`src/rtl/core/cosine_top_k_matcher_unit_defines.svh`:
```
// Assertion macros for the cosine top-K matcher
`ifndef COSINE_TOP_K_MATCHER_UNIT_DEFINES_SVH
`define COSINE_TOP_K_MATCHER_UNIT_DEFINES_SVH
`ifndef ASSERT_OFF
`define CTK_ASSERT(label, clk, rst_n, prop) \
  label: assert property (@(posedge clk) disable iff (!rst_n) prop) else $error("%m: label");
`define CTK_ASSERT_NR(label, clk, prop) \
  label: assert property (@(posedge clk) prop) else $error("%m: label");
`else
`define CTK_ASSERT(label, clk, rst_n, prop)
`define CTK_ASSERT_NR(label, clk, prop)
`endif
`endif

```
`src/rtl/core/ctkm_pkg.sv`:
```
// ----------------------------------------------------------------------------
// ctkm_pkg
// Shared widths and types of the cosine top-K matcher.
// ----------------------------------------------------------------------------
package ctkm_pkg;
  localparam int unsigned ElemW   = 16;
  localparam int unsigned TagW    = 16;
  localparam int unsigned ScoreW  = 16;
  localparam int unsigned RankW   = 3;
  localparam int unsigned DotW    = 40;
  localparam int unsigned EnergyW = 39;
  localparam int unsigned RootW   = 20;
  localparam int unsigned DenW    = 40;
  localparam int unsigned NumW    = 55;
  localparam int unsigned QuotW   = 17;

  typedef logic signed [ScoreW-1:0] score_t;
  typedef logic [TagW-1:0]          tag_t;

  // handshake between the score unit and the top level
  typedef struct packed {
    logic   done;
    score_t score;
  } score_ctl_t;
endpackage

```
`src/rtl/core/ctkm_accum.sv`:
```
// ----------------------------------------------------------------------------
// ctkm_accum
// Saturating accumulators of dot product and both energies.
// ----------------------------------------------------------------------------
module ctkm_accum (
  input  logic                                clk_i,
  input  logic                                rst_ni,
  input  logic                                en_i,
  input  logic                                clr_i,
  input  logic signed [ctkm_pkg::ElemW-1:0]   q_i,
  input  logic signed [ctkm_pkg::ElemW-1:0]   c_i,
  output logic signed [ctkm_pkg::DotW-1:0]    dot_o,
  output logic [ctkm_pkg::EnergyW-1:0]        eq_o,
  output logic [ctkm_pkg::EnergyW-1:0]        ec_o
);
  import ctkm_pkg::*;

  logic signed [DotW-1:0] dot_q, dot_d;
  logic [EnergyW-1:0] eq_q, eq_d, ec_q, ec_d;
  logic signed [DotW:0] dsum;
  logic [EnergyW:0] esq, esc;
  logic signed [2*ElemW-1:0] pqc, pqq, pcc;
  localparam logic signed [DotW:0] DMax = {2'b00, {(DotW-1){1'b1}}};
  localparam logic signed [DotW:0] DMin = {2'b11, {(DotW-1){1'b0}}};

  always_comb begin
    pqc  = q_i * c_i;
    pqq  = q_i * q_i;
    pcc  = c_i * c_i;
    dsum = $signed({dot_q[DotW-1], dot_q}) + (DotW+1)'(pqc);
    esq  = {1'b0, eq_q} + (EnergyW+1)'(unsigned'(pqq));
    esc  = {1'b0, ec_q} + (EnergyW+1)'(unsigned'(pcc));
    if (dsum > DMax)      dot_d = DMax[DotW-1:0];
    else if (dsum < DMin) dot_d = DMin[DotW-1:0];
    else                  dot_d = dsum[DotW-1:0];
    eq_d = esq[EnergyW] ? {EnergyW{1'b1}} : esq[EnergyW-1:0];
    ec_d = esc[EnergyW] ? {EnergyW{1'b1}} : esc[EnergyW-1:0];
  end

  always_ff @(posedge clk_i or negedge rst_ni) begin
    if (!rst_ni) begin
      dot_q <= '0; eq_q <= '0; ec_q <= '0;
    end else if (clr_i) begin
      dot_q <= '0; eq_q <= '0; ec_q <= '0;
    end else if (en_i) begin
      dot_q <= dot_d; eq_q <= eq_d; ec_q <= ec_d;
    end
  end

  assign dot_o = dot_q;
  assign eq_o  = eq_q;
  assign ec_o  = ec_q;
endmodule

```
`src/rtl/core/ctkm_score.sv`:
```
// ----------------------------------------------------------------------------
// ctkm_score
// Cosine score: two bit-serial roots and a bit-serial divide on one shared
// subtract unit, plus one multiply, under a small sequencer.
// ----------------------------------------------------------------------------
`include "cosine_top_k_matcher_unit_defines.svh"
module ctkm_score (
  input  logic                               clk_i,
  input  logic                               rst_ni,
  input  logic                               start_i,
  input  logic signed [ctkm_pkg::DotW-1:0]   dot_i,
  input  logic [ctkm_pkg::EnergyW-1:0]       eq_i,
  input  logic [ctkm_pkg::EnergyW-1:0]       ec_i,
  output ctkm_pkg::score_ctl_t               ctl_o
);
  import ctkm_pkg::*;

  typedef enum logic [5:0] {
    S_IDLE = 6'b000001, S_SQQ = 6'b000010, S_SQC = 6'b000100,
    S_MUL  = 6'b001000, S_DIV = 6'b010000, S_FIN = 6'b100000
  } state_e;

  state_e state_q, state_d;
  logic [5:0] cnt_q, cnt_d;
  logic [EnergyW+1:0] rad_q, rad_d;      // remaining radicand bits
  logic [RootW+1:0] rem_q, rem_d;        // root remainder
  logic [RootW-1:0] root_q, root_d, mq_q, mq_d;
  logic [DenW-1:0] den_q, den_d;
  logic [NumW-1:0] num_q, num_d;
  logic [QuotW-1:0] quo_q, quo_d;
  logic neg_q, neg_d, zero_q, zero_d;
  logic [DenW:0] drem_q, drem_d;
  score_t score_q, score_d;

  // shared subtract unit
  logic [DenW+1:0] sub_a, sub_b, sub_r;
  logic sub_ge;
  logic [RootW+1:0] trial;
  logic [DenW:0] dtrial;
  logic [DotW-1:0] mag;

  always_comb begin
    mag    = dot_i[DotW-1] ? DotW'(-dot_i) : DotW'(dot_i);
    trial  = {rem_q[RootW-1:0], rad_q[EnergyW+1:EnergyW]};
    dtrial = {drem_q[DenW-1:0], num_q[NumW-1]};
    if (state_q == S_DIV) begin
      sub_a = {1'b0, dtrial};
      sub_b = {2'b00, den_q};
    end else begin
      sub_a = (DenW+2)'(trial);
      sub_b = (DenW+2)'({root_q, 2'b01});
    end
    sub_r  = sub_a - sub_b;
    sub_ge = !sub_r[DenW+1];

    state_d = state_q; cnt_d = cnt_q; rad_d = rad_q; rem_d = rem_q;
    root_d = root_q; mq_d = mq_q; den_d = den_q; num_d = num_q;
    quo_d = quo_q; neg_d = neg_q; zero_d = zero_q; drem_d = drem_q;
    score_d = score_q;
    case (state_q)
      S_IDLE: if (start_i) begin
        state_d = S_SQQ; cnt_d = '0;
        // pad to an even bit count so the last step takes the two lowest bits
        rad_d = {1'b0, eq_i, 1'b0};
        rem_d = '0; root_d = '0;
        neg_d = dot_i[DotW-1];
        zero_d = (eq_i == '0) || (ec_i == '0);
        num_d = {mag, 15'b0};
      end
      S_SQQ, S_SQC: begin
        if (sub_ge) begin
          rem_d = sub_r[RootW+1:0]; root_d = {root_q[RootW-2:0], 1'b1};
        end else begin
          rem_d = trial; root_d = {root_q[RootW-2:0], 1'b0};
        end
        rad_d = rad_q << 2;
        cnt_d = cnt_q + 6'd1;
        if (cnt_q == 6'(RootW-1)) begin
          cnt_d = '0; rem_d = '0; root_d = '0;
          if (state_q == S_SQQ) begin
            mq_d = sub_ge ? {root_q[RootW-2:0], 1'b1} : {root_q[RootW-2:0], 1'b0};
            rad_d = {1'b0, ec_i, 1'b0};
            state_d = S_SQC;
          end else begin
            // hold the candidate root for the multiply
            root_d = sub_ge ? {root_q[RootW-2:0], 1'b1} : {root_q[RootW-2:0], 1'b0};
            state_d = S_MUL;
          end
        end
      end
      S_MUL: begin
        drem_d = '0; quo_d = '0; cnt_d = '0;
        den_d = DenW'(mq_q * root_q);
        if (zero_q) begin
          score_d = '0; state_d = S_FIN;
        end else state_d = S_DIV;
      end
      S_DIV: begin
        // restoring divide; saturate once the quotient exceeds 16 bits
        if (sub_ge) drem_d = sub_r[DenW:0];
        else        drem_d = dtrial;
        quo_d = quo_q[QuotW-1] ? quo_q : {quo_q[QuotW-2:0], sub_ge};
        num_d = num_q << 1;
        cnt_d = cnt_q + 6'd1;
        if (cnt_q == 6'(NumW-1)) state_d = S_FIN;
      end
      S_FIN: begin
        if (state_q == S_FIN && !zero_q && den_q != '0) begin
          if (neg_q) score_d = (quo_q >= 17'd32768) ? score_t'(-32768)
                                                    : score_t'(-quo_q);
          else       score_d = (quo_q > 17'd32767) ? score_t'(32767)
                                                   : score_t'(quo_q);
        end
        state_d = S_IDLE;
      end
      default: state_d = S_IDLE;
    endcase
  end

  always_ff @(posedge clk_i or negedge rst_ni) begin
    if (!rst_ni) begin
      state_q <= S_IDLE; cnt_q <= '0;
    end else begin
      state_q <= state_d; cnt_q <= cnt_d;
    end
  end

  always_ff @(posedge clk_i) begin
    rad_q <= rad_d; rem_q <= rem_d; root_q <= root_d; mq_q <= mq_d;
    den_q <= den_d; num_q <= num_d; quo_q <= quo_d; neg_q <= neg_d;
    zero_q <= zero_d; drem_q <= drem_d; score_q <= score_d;
  end

  assign ctl_o.done  = (state_q == S_FIN);
  assign ctl_o.score = score_d;

  `CTK_ASSERT(a_start_idle, clk_i, rst_ni, start_i |-> state_q == S_IDLE)
  `CTK_ASSERT(a_fin_idle, clk_i, rst_ni, state_q == S_FIN |=> state_q == S_IDLE)
  `CTK_ASSERT(a_start_sq, clk_i, rst_ni, start_i |=> state_q == S_SQQ)
endmodule

```
`src/rtl/core/ctkm_topk.sv`:
```
// ----------------------------------------------------------------------------
// ctkm_topk
// Sorted top list with one compare-and-shift insert per cycle of the
// sequencer; read port for emitting ranks.
// ----------------------------------------------------------------------------
module ctkm_topk #(
  parameter int unsigned TopCount = 5
) (
  input  logic                                               clk_i,
  input  logic                                               rst_ni,
  input  logic                                               ins_i,
  input  ctkm_pkg::score_t                                   score_i,
  input  ctkm_pkg::tag_t                                     tag_i,
  input  logic [((TopCount > 1) ? $clog2(TopCount) : 1)-1:0] rd_idx_i,
  output ctkm_pkg::score_t                                   rd_score_o,
  output ctkm_pkg::tag_t                                     rd_tag_o
);
  import ctkm_pkg::*;

  score_t scores_q [TopCount];
  tag_t   tags_q   [TopCount];
  logic [TopCount-1:0] gt;

  always_comb begin
    for (int i = 0; i < TopCount; i++) gt[i] = score_i > scores_q[i];
  end

  always_ff @(posedge clk_i or negedge rst_ni) begin
    if (!rst_ni) begin
      for (int i = 0; i < TopCount; i++) begin
        scores_q[i] <= '0; tags_q[i] <= '0;
      end
    end else if (ins_i) begin
      for (int i = 0; i < TopCount; i++) begin
        if (gt[i]) begin
          if (i == 0 || !gt[(i == 0) ? 0 : i-1]) begin
            scores_q[i] <= score_i; tags_q[i] <= tag_i;
          end else begin
            scores_q[i] <= scores_q[(i == 0) ? 0 : i-1];
            tags_q[i]   <= tags_q[(i == 0) ? 0 : i-1];
          end
        end
      end
    end
  end

  assign rd_score_o = scores_q[rd_idx_i];
  assign rd_tag_o   = tags_q[rd_idx_i];
endmodule

```
`src/rtl/core/cosine_top_k_matcher_unit.sv`:
```
// An element without last is taken back to back. A last element is scored
// (start, two 20-step roots, one multiply, a 55-step divide, finish) and then
// inserted; the first of TOP_COUNT result items is offered after the insert.
// When a magnitude is zero the divide is skipped. The next element is taken
// only after the last result item is accepted, so sink stalls hold it back.
// ----------------------------------------------------------------------------
// cosine_top_k_matcher_unit
// Streams element pairs, scores each entry by cosine and keeps a top list.
// Reset clears the sums and the top list to zero scores and tags.
// ----------------------------------------------------------------------------
`include "cosine_top_k_matcher_unit_defines.svh"
module cosine_top_k_matcher_unit #(
  parameter int unsigned TOP_COUNT = 5
) (
  input  logic        clk_i,
  input  logic        rst_ni,
  input  logic        s_axis_tvalid,
  output logic        s_axis_tready,
  input  logic [47:0] s_axis_tdata,  // query_element, candidate_element, entry_tag
  input  logic        s_axis_tlast,  // last_element
  output logic        m_axis_tvalid,
  input  logic        m_axis_tready,
  output logic [39:0] m_axis_tdata,  // rank, match_tag, match_score, slot_valid, pad
  output logic        m_axis_tlast   // last_result
);
  import ctkm_pkg::*;

  localparam int unsigned IdxW = (TOP_COUNT > 1) ? $clog2(TOP_COUNT) : 1;

  typedef enum logic [3:0] {
    T_ACC = 4'b0001, T_SCORE = 4'b0010, T_INS = 4'b0100, T_OUT = 4'b1000
  } top_state_e;

  top_state_e state_q, state_d;
  logic [IdxW-1:0] idx_q, idx_d;
  tag_t tag_q;
  logic acc_en, start;
  logic signed [DotW-1:0] dot;
  logic [EnergyW-1:0] eq, ec;
  score_ctl_t sctl;
  score_t score_q, rd_score;
  tag_t rd_tag;

  assign s_axis_tready = (state_q == T_ACC);
  assign acc_en = s_axis_tvalid && s_axis_tready;
  assign start  = (state_q == T_SCORE) && (idx_q == '0);

  ctkm_accum u_acc (
    .clk_i, .rst_ni, .en_i(acc_en), .clr_i(state_q == T_INS),
    .q_i(s_axis_tdata[15:0]), .c_i(s_axis_tdata[31:16]),
    .dot_o(dot), .eq_o(eq), .ec_o(ec)
  );

  ctkm_score u_score (
    .clk_i, .rst_ni, .start_i(start), .dot_i(dot), .eq_i(eq), .ec_i(ec),
    .ctl_o(sctl)
  );

  ctkm_topk #(.TopCount(TOP_COUNT)) u_topk (
    .clk_i, .rst_ni, .ins_i(state_q == T_INS), .score_i(score_q), .tag_i(tag_q),
    .rd_idx_i(idx_q), .rd_score_o(rd_score), .rd_tag_o(rd_tag)
  );

  always_comb begin
    state_d = state_q; idx_d = idx_q;
    case (state_q)
      T_ACC:   if (acc_en && s_axis_tlast) begin state_d = T_SCORE; idx_d = '0; end
      T_SCORE: begin
        idx_d = IdxW'(1);
        if (sctl.done) begin state_d = T_INS; idx_d = '0; end
      end
      T_INS:   state_d = T_OUT;
      T_OUT:   if (m_axis_tready) begin
        idx_d = idx_q + IdxW'(1);
        if (idx_q == IdxW'(TOP_COUNT - 1)) begin state_d = T_ACC; idx_d = '0; end
      end
      default: state_d = T_ACC;
    endcase
  end

  always_ff @(posedge clk_i or negedge rst_ni) begin
    if (!rst_ni) begin
      state_q <= T_ACC; idx_q <= '0;
    end else begin
      state_q <= state_d; idx_q <= idx_d;
    end
  end

  always_ff @(posedge clk_i) begin
    if (acc_en) tag_q <= s_axis_tdata[47:32];
    if (sctl.done) score_q <= sctl.score;
  end

  assign m_axis_tvalid = (state_q == T_OUT);
  assign m_axis_tlast  = (idx_q == IdxW'(TOP_COUNT - 1));
  assign m_axis_tdata  = {4'b0, (rd_score > 0), rd_score, rd_tag, RankW'(idx_q)};

  `CTK_ASSERT(a_no_in_busy, clk_i, rst_ni, state_q != T_ACC |-> !s_axis_tready)
  `CTK_ASSERT(a_out_idx, clk_i, rst_ni, m_axis_tvalid |-> idx_q <= IdxW'(TOP_COUNT - 1))
  `CTK_ASSERT(a_ins_out, clk_i, rst_ni, state_q == T_INS |=> m_axis_tvalid)
endmodule
```
`config.mk`:
```
export PLATFORM = sky130hd
export DESIGN_NAME = cosine_top_k_matcher_unit
export DESIGN_NICKNAME = d
export VERILOG_FILES = /design/src/rtl/core/ctkm_pkg.sv /design/src/rtl/core/ctkm_accum.sv /design/src/rtl/core/ctkm_score.sv /design/src/rtl/core/ctkm_topk.sv /design/src/rtl/core/cosine_top_k_matcher_unit.sv
export VERILOG_INCLUDE_DIRS = /design/src /design/src/rtl/core
export SDC_FILE = /design/constraint.sdc
export NUM_CORES = 2
export LEC_CHECK = 0
export ABC_AREA = 0
export BUFFER_PORTS_ARGS = -buffer_cell sky130_fd_sc_hd__clkbuf_2
export CORE_ASPECT_RATIO = 0.8
export CORE_UTILIZATION = 35
export DETAILED_ROUTE_END_ITERATION = 12
export GPL_TIMING_DRIVEN = 0
export MAX_ROUTING_LAYER = met4
export PLACE_DENSITY = 0.56
export SLEW_MARGIN = 25
export SYNTH_ARGS = -nofsm -noshare
export SYNTH_HDL_FRONTEND = slang
export SYNTH_SLANG_ARGS = --single-unit
```
`constraint.sdc`:
```
create_clock -name clk_i -period 9.6 [get_ports clk_i]
set_input_delay 0.96 -clock clk_i [delete_from_list [all_inputs] [get_ports clk_i]]
set_output_delay 0.96 -clock clk_i [all_outputs]
set_load 0.005 [all_outputs]
```
## Word level (Yosys, flattened, before mapping)

Index checks and enable logic that the tools add are counted.

| operators by class | value |
|---|---|
| add/sub/neg operators | 8 |
| multipliers | 4 |
| order comparisons | 11 |
| equality and inequality tests | 21 |
| muxes and demuxes | 71 |
| bitwise operators | 1 |
| reduce and logical (&&, ||, !) cells | 33 |

Operators with widths:

| operator | count |
|---|---|
| $mux 40 | 7 |
| $mux 16 | 17 |
| $mux 39 | 6 |
| $mux 41 | 4 |
| $mux 20 | 6 |
| $pmux 55 s2 | 1 |
| $bmux 16 s3 | 2 |
| $mul 16x16->32 | 3 |
| $pmux 41 s2 | 1 |
| $add 39x32->40 | 2 |
| $gt 16x16->1 | 5 |
| $pmux 20 s2 | 2 |
| $pmux 40 s2 | 1 |
| $logic_not 39->1 | 2 |
| $mux 55 | 1 |
| $pmux 6 s4 | 2 |
| $sub 41x40->42 | 1 |
| $add 40x32->41 | 1 |
| $gt 41x40->1 const B | 1 |
| $lt 41x40->1 const B | 1 |
| $mul 20x20->40 | 1 |
| $neg 40->40 | 1 |
| $reduce_bool 40->1 | 1 |
| $mux 6 | 6 |
| 40 further kinds | 74 |

| storage, ports and cells | value |
|---|---|
| register bits | 600 |
| input bits | 53 |
| output and inout bits | 43 |
| word-level logic and storage cells | 180 |

## Longest topological paths before layout

| depth | value |
|---|---|
| depth after elaboration | 7 |
| depth in mapped cells | 37 |
| depth with buffers taken out | 35 |

## Hierarchy

From an unflattened synthesis, not the netlist that was laid out.

| unflattened totals | value |
|---|---|
| cells, all modules | 8324 |
| area, all modules | 77805.9 sq um |

Modules (own cells, without submodules):

| module | instances | cells an instance | area each (sq um) | seq. area each (sq um) |
|---|---|---|---|---|
| ctkm_accum | 1 | 4207 | 38142.8 | 2952.8 |
| ctkm_score | 1 | 2935 | 27760.4 | 7798.7 |
| ctkm_topk | 1 | 1093 | 10390.0 | 4003.8 |
| cosine_top_k_matcher_unit | 1 | 89 | 1512.7 | 1137.3 |

## Worst setup path before layout

Ideal clock, no wire load.

| path | value |
|---|---|
| kind | input-to-reg |
| start point | in s_axis_tdata[3] |
| end point | reg u_acc.eq_q[31] (netlist: u_acc.eq_o[31]) |
| setup time | 0.121 ns |
| data arrival time | 8.898 ns |
| data required time | 9.479 ns |
| path slack | 0.580 ns |
| cell stages on the path | 35 |
| path buffers | 3 |
| cell sequence | clkbuf_1 > clkbuf_1 > nand2_1 > fa_1 > fa_1 > fa_1 > inv_1 > fa_1 > fa_1 > inv_1 > fa_1 > inv_1 > ha_1 > a21oi_1 > nand2_1 > a21o_1 > a21o_1 > a31oi_1 > o21ai_0 > o21a_1 > nor2_1 > o21bai_1 > xor2_1 > ha_1 > a21o_1 > a21oi_1 > o21bai_1 > a21oi_1 > o21ai_0 > or4_1 > a31oi_1 > nand3b_1 > clkbuf_1 > nor3b_1 > nor2_1 |

| on the way | value |
|---|---|
| cells in the longest elaborated chain, start to end | 5 |

Ends and longest elaborated chain:

| element | RTL line | source |
|---|---|---|
| start, declared | cosine_top_k_matcher_unit.sv:19 | `input logic [47:0] s_axis_tdata,` |
| $mul 16x16->32 | ctkm_accum.sv:28 | `pqq = q_i * q_i;` |
| $add 39x32->40 | ctkm_accum.sv:31 | `esq = {1'b0, eq_q} + (EnergyW+1)'(unsigned'(pqq));` |
| $mux 39 | ctkm_accum.sv:36 | `eq_d = esq[EnergyW] ? {EnergyW{1'b1}} : esq[EnergyW-1:0];` |
| $mux 39 | ctkm_accum.sv:45 | `end else if (en_i) begin` |
| $mux 39 | ctkm_accum.sv:43 | `end else if (clr_i) begin` |
| end signal, assigned | ctkm_accum.sv:42 | `dot_q <= '0; eq_q <= '0; ec_q <= '0;` |
| end signal, assigned | ctkm_accum.sv:44 | `dot_q <= '0; eq_q <= '0; ec_q <= '0;` |
| end signal, assigned | ctkm_accum.sv:46 | `dot_q <= dot_d; eq_q <= eq_d; ec_q <= ec_d;` |
| end, declared | ctkm_accum.sv:19 | `logic [EnergyW-1:0] eq_q, eq_d, ec_q, ec_d;` |

Every way passes these cells. The select of a mux whose other input is x is not followed.
A chain may end at the register's enable or synchronous reset.

## Final worst setup path

| path | value |
|---|---|
| start point | in s_axis_tdata[14] |
| end point | reg u_acc.eq_q[25] (netlist: u_acc.eq_o[25]) |

Same word-level chain as after synthesis.

==> flow_summary_export.csv <==
group,metric,value,unit
logic_synthesis,synth-async-reset-ratio,0.509,
floorplan,start_util,0.353,
status,outcome,"completed",
global_routing,grt_pass1_wl,375000,um
sta,relSlewSlack,0.245,
setup_path,critPathMaxFanout,10,
logic_synthesis,ys_seq_elements,584,
setup_path,crit_required,10170,ps
floorplan,io_pins,96,
global_routing,grt_start_max_net_pins,80,
logic_synthesis,ys_types,91,
global_routing,grt_pass1_vias,60600,
clock_network,cts_sinks,584,
route,finalWirelength,246000,um
placed_design,hpwl,199000,um
final_layout,stdcell_count,11500,
floorplan,rows,154,
global_routing,grt_usage,0.227,
setup_path,arrival,10030,ps
global_routing,grt_remaining_overflow,0,
floorplan,die_y,424,um
clock_network,clk_pin_slew,60,ps
route,route.detailed.drc,0,
final_layout,syn_to_final_growth,10.1,%
setup_path,path_class,"input pin to register",
logic_synthesis,synth_ff_type,"dfrtp_1",
final_layout,fill_cells,22300,
logic_synthesis,postSynthAreaPerCell,9.34,um2
floorplan,dieArea,224000,um2
floorplan,core-area,220000,um2
sta,rsz0062_at_grt,"yes",
setup_path,cpMostUsedCell,"fa_1",
sta,tightestPinTransition,1130,ps
placed_design,place_congestion,0.992,
route,first_pass_iters,8,
final_layout,mostFrequentLayoutCell,"inv_1",
logic_synthesis,synth_area,77800,um2
route,drt_iter0_drc,5409,
flow_run,max_cap_violations,0,
sta,fin_skew,56.5,ps
setup_path,start_kind,"input pin",
clock_network,cts_hold_buf,0,
logic_synthesis,syn_inst,8330,
setup_path,cp-end-kind,"register",
logic_synthesis,synth-warning-count,0,
worst_hold_path,hp-class,"input pin to asynchronous set/reset pin",
logic_synthesis,ys_seq_area_frac,0.204,
logic_synthesis,synth_edf_count,271,
clock_network,cts_made_buffers,70,
route,routedWlPerCell,21.3,um
setup_path,critPathSlowestCell,"o211ai_1",
clock_network,cts_buffer_depth,3,
sta,timing.fmax,0.106,GHz
clock_network,cts_tree,"done",
final_layout,final_cell_mix,"inv_1 (1,533), fa_1 (1,127), nand2_1 (1,027)",
placed_design,io_buffers,86,
sta,period_share,0.986,
floorplan,die_w,529,um
sta,finalSetupViolCount,0,
clock_network,htreeDepth,3,
sta,hold_viol,0,
clock_network,cts-root-buf,"clkbuf_16",
setup_path,slowest_delay,760,ps
global_routing,antenna_found_initial,26,
sta,slew_violations,0,
final_layout,nets,10300,
route,ant_nets,0,
final_layout,drive_gt1_frac,0.0636,
sta,final.min_clock_period,9470,ps
route,vias_per_cell,5.24,
placed_design,dp.cells,11400,
clock_network,insertion_delay,690,ps
route,vias,60500,
## logic make-up (layout without fill, tap and decap cells)
group / Yosys count / after routing / share of synthesized area
and+or+nand+nor: 2256 / 2256 / 0.137
xor gates and xnor gates: 279 / 279 / 0.0314
muxes: 222 / 222 / 0.0348
DFF: 584 / 584 / 0.204
AOI/OAI and AO/OA: 1302 / 1302 / 0.106
buffers and inverters: 1918 / 2156 / 0.0930
adders and majority gates: 1768 / 1768 / 0.394
other: 1 / 18 / 0.0000482
## per-stage QoR
| step | cell area (um2) | worst slack (ps) | setup TNS, ps | utilization | hold slack, ps |
|---|---|---|---|---|---|
| 2_1_floorplan | 77800 | 580 | 0 | - | 408 |
| 3_3_place_gp | 81900 | -4710 | -373510 | 0.372 | 430 |
| 3_5_place_dp | 82300 | -3110 | -221420 | 0.373 | 435 |
| 4_1_cts | 85200 | 17.0 | 0 | 0.387 | 291 |
| 5_1_grt | 85600 | -11.3 | -28.2 | 0.388 | 293 |
| 6_report | 85600 | 133 | 0 | 0.389 | 290 |
## sequential cells by signal (all words and copies together), names as in the netlist, 39 cells and up
name	cells
u_acc.dot_o	40
u_topk.tags_q	80
u_score.drem_q	40
u_acc.eq_o	39
u_acc.ec_o	39
u_score.num_q	40
u_score.den_q	40
u_score.rad_q	40
u_topk.scores_q	80
## cell usage after synthesis (101+ instances only)
cell type  count  area (um2)
a31oi_1      101         632
nand2_1     1030        3870
a21oi_1      378        1890
a21o_1       137        1030
mux2i_1      122        1220
edfxtp_1     271        8140
clkbuf_1     331        1240
dfrtp_1      295        7380
o21ai_0      242        1210
xnor2_1      169        1480
inv_1       1539        5780
nand3_1      104         521
nor2_1       328        1230
and2_1       408        2550
xor2_1       110         963
fa_1        1131       22600
ha_1         637        7970
## metal layers
| metal | up-vias | routed length (um) | global-route usage |
|---|---|---|---|
| met5 | - | 0 | - |
| met4 | 0 | 4860 | 0.0417 |
| met3 | 274 | 24700 | 0.0519 |
| met2 | 2291 | 101000 | 0.312 |
| met1 | 30600 | 115000 | 0.337 |
| li1 | 27300 | - | - |
## worst paths after layout
path	startpoint	endpoint	slack (ps)	cells past startpoint
worst max-delay path	s_axis_tdata[14]	u_acc.eq_o[25]	130	31
worst min-delay path	rst_ni	u_acc.dot_o[38]	290	2
worst max register to register	u_score.root_q[9]	u_score.den_q[39]	1090	23
worst min register to register	u_score.score_q[10]	u_score.score_q[10]	450	2
max in group asynchronous	rst_ni	u_acc.ec_o[24]	8380	3
min in group clk_i	u_score.score_q[10]	u_score.score_q[10]	450	2
## worst max-delay path, delay by kind of cell
| kind | cells | cell delay [ps] |
|---|---|---|
| AO/OA/AOI/OAI | 12 | 2710 |
| adder cells (fa/ha/maj) | 8 | 3900 |
| buffers and inverters | 7 | 1350 |
| AND/OR/NAND/NOR | 4 | 1090 |
## timing repair
item	4_1_cts	5_1_grt
resized for setup	132	142
endpoints found under the setup margin	82	78
setup buffers	4	5
pin swaps	3	8
## area by class of cell
class	count	area, um2	share of cell area
clock buffers	81	1870	0.0218
clock inverters	48	627	0.00732
diodes	14	35.0	0.000409
plain buffers	365	1720	0.0201
inverters	1545	5810	0.0679
repair buffers	117	852	0.00995
multi-input cells	5831	55100	0.644
flip-flops and latches	584	15900	0.186
well taps	2964	3710	0.0433
Power is left out: the tool's default activity adds up to more than one toggle a clock period on the data nets, which glitch-free logic cannot reach.
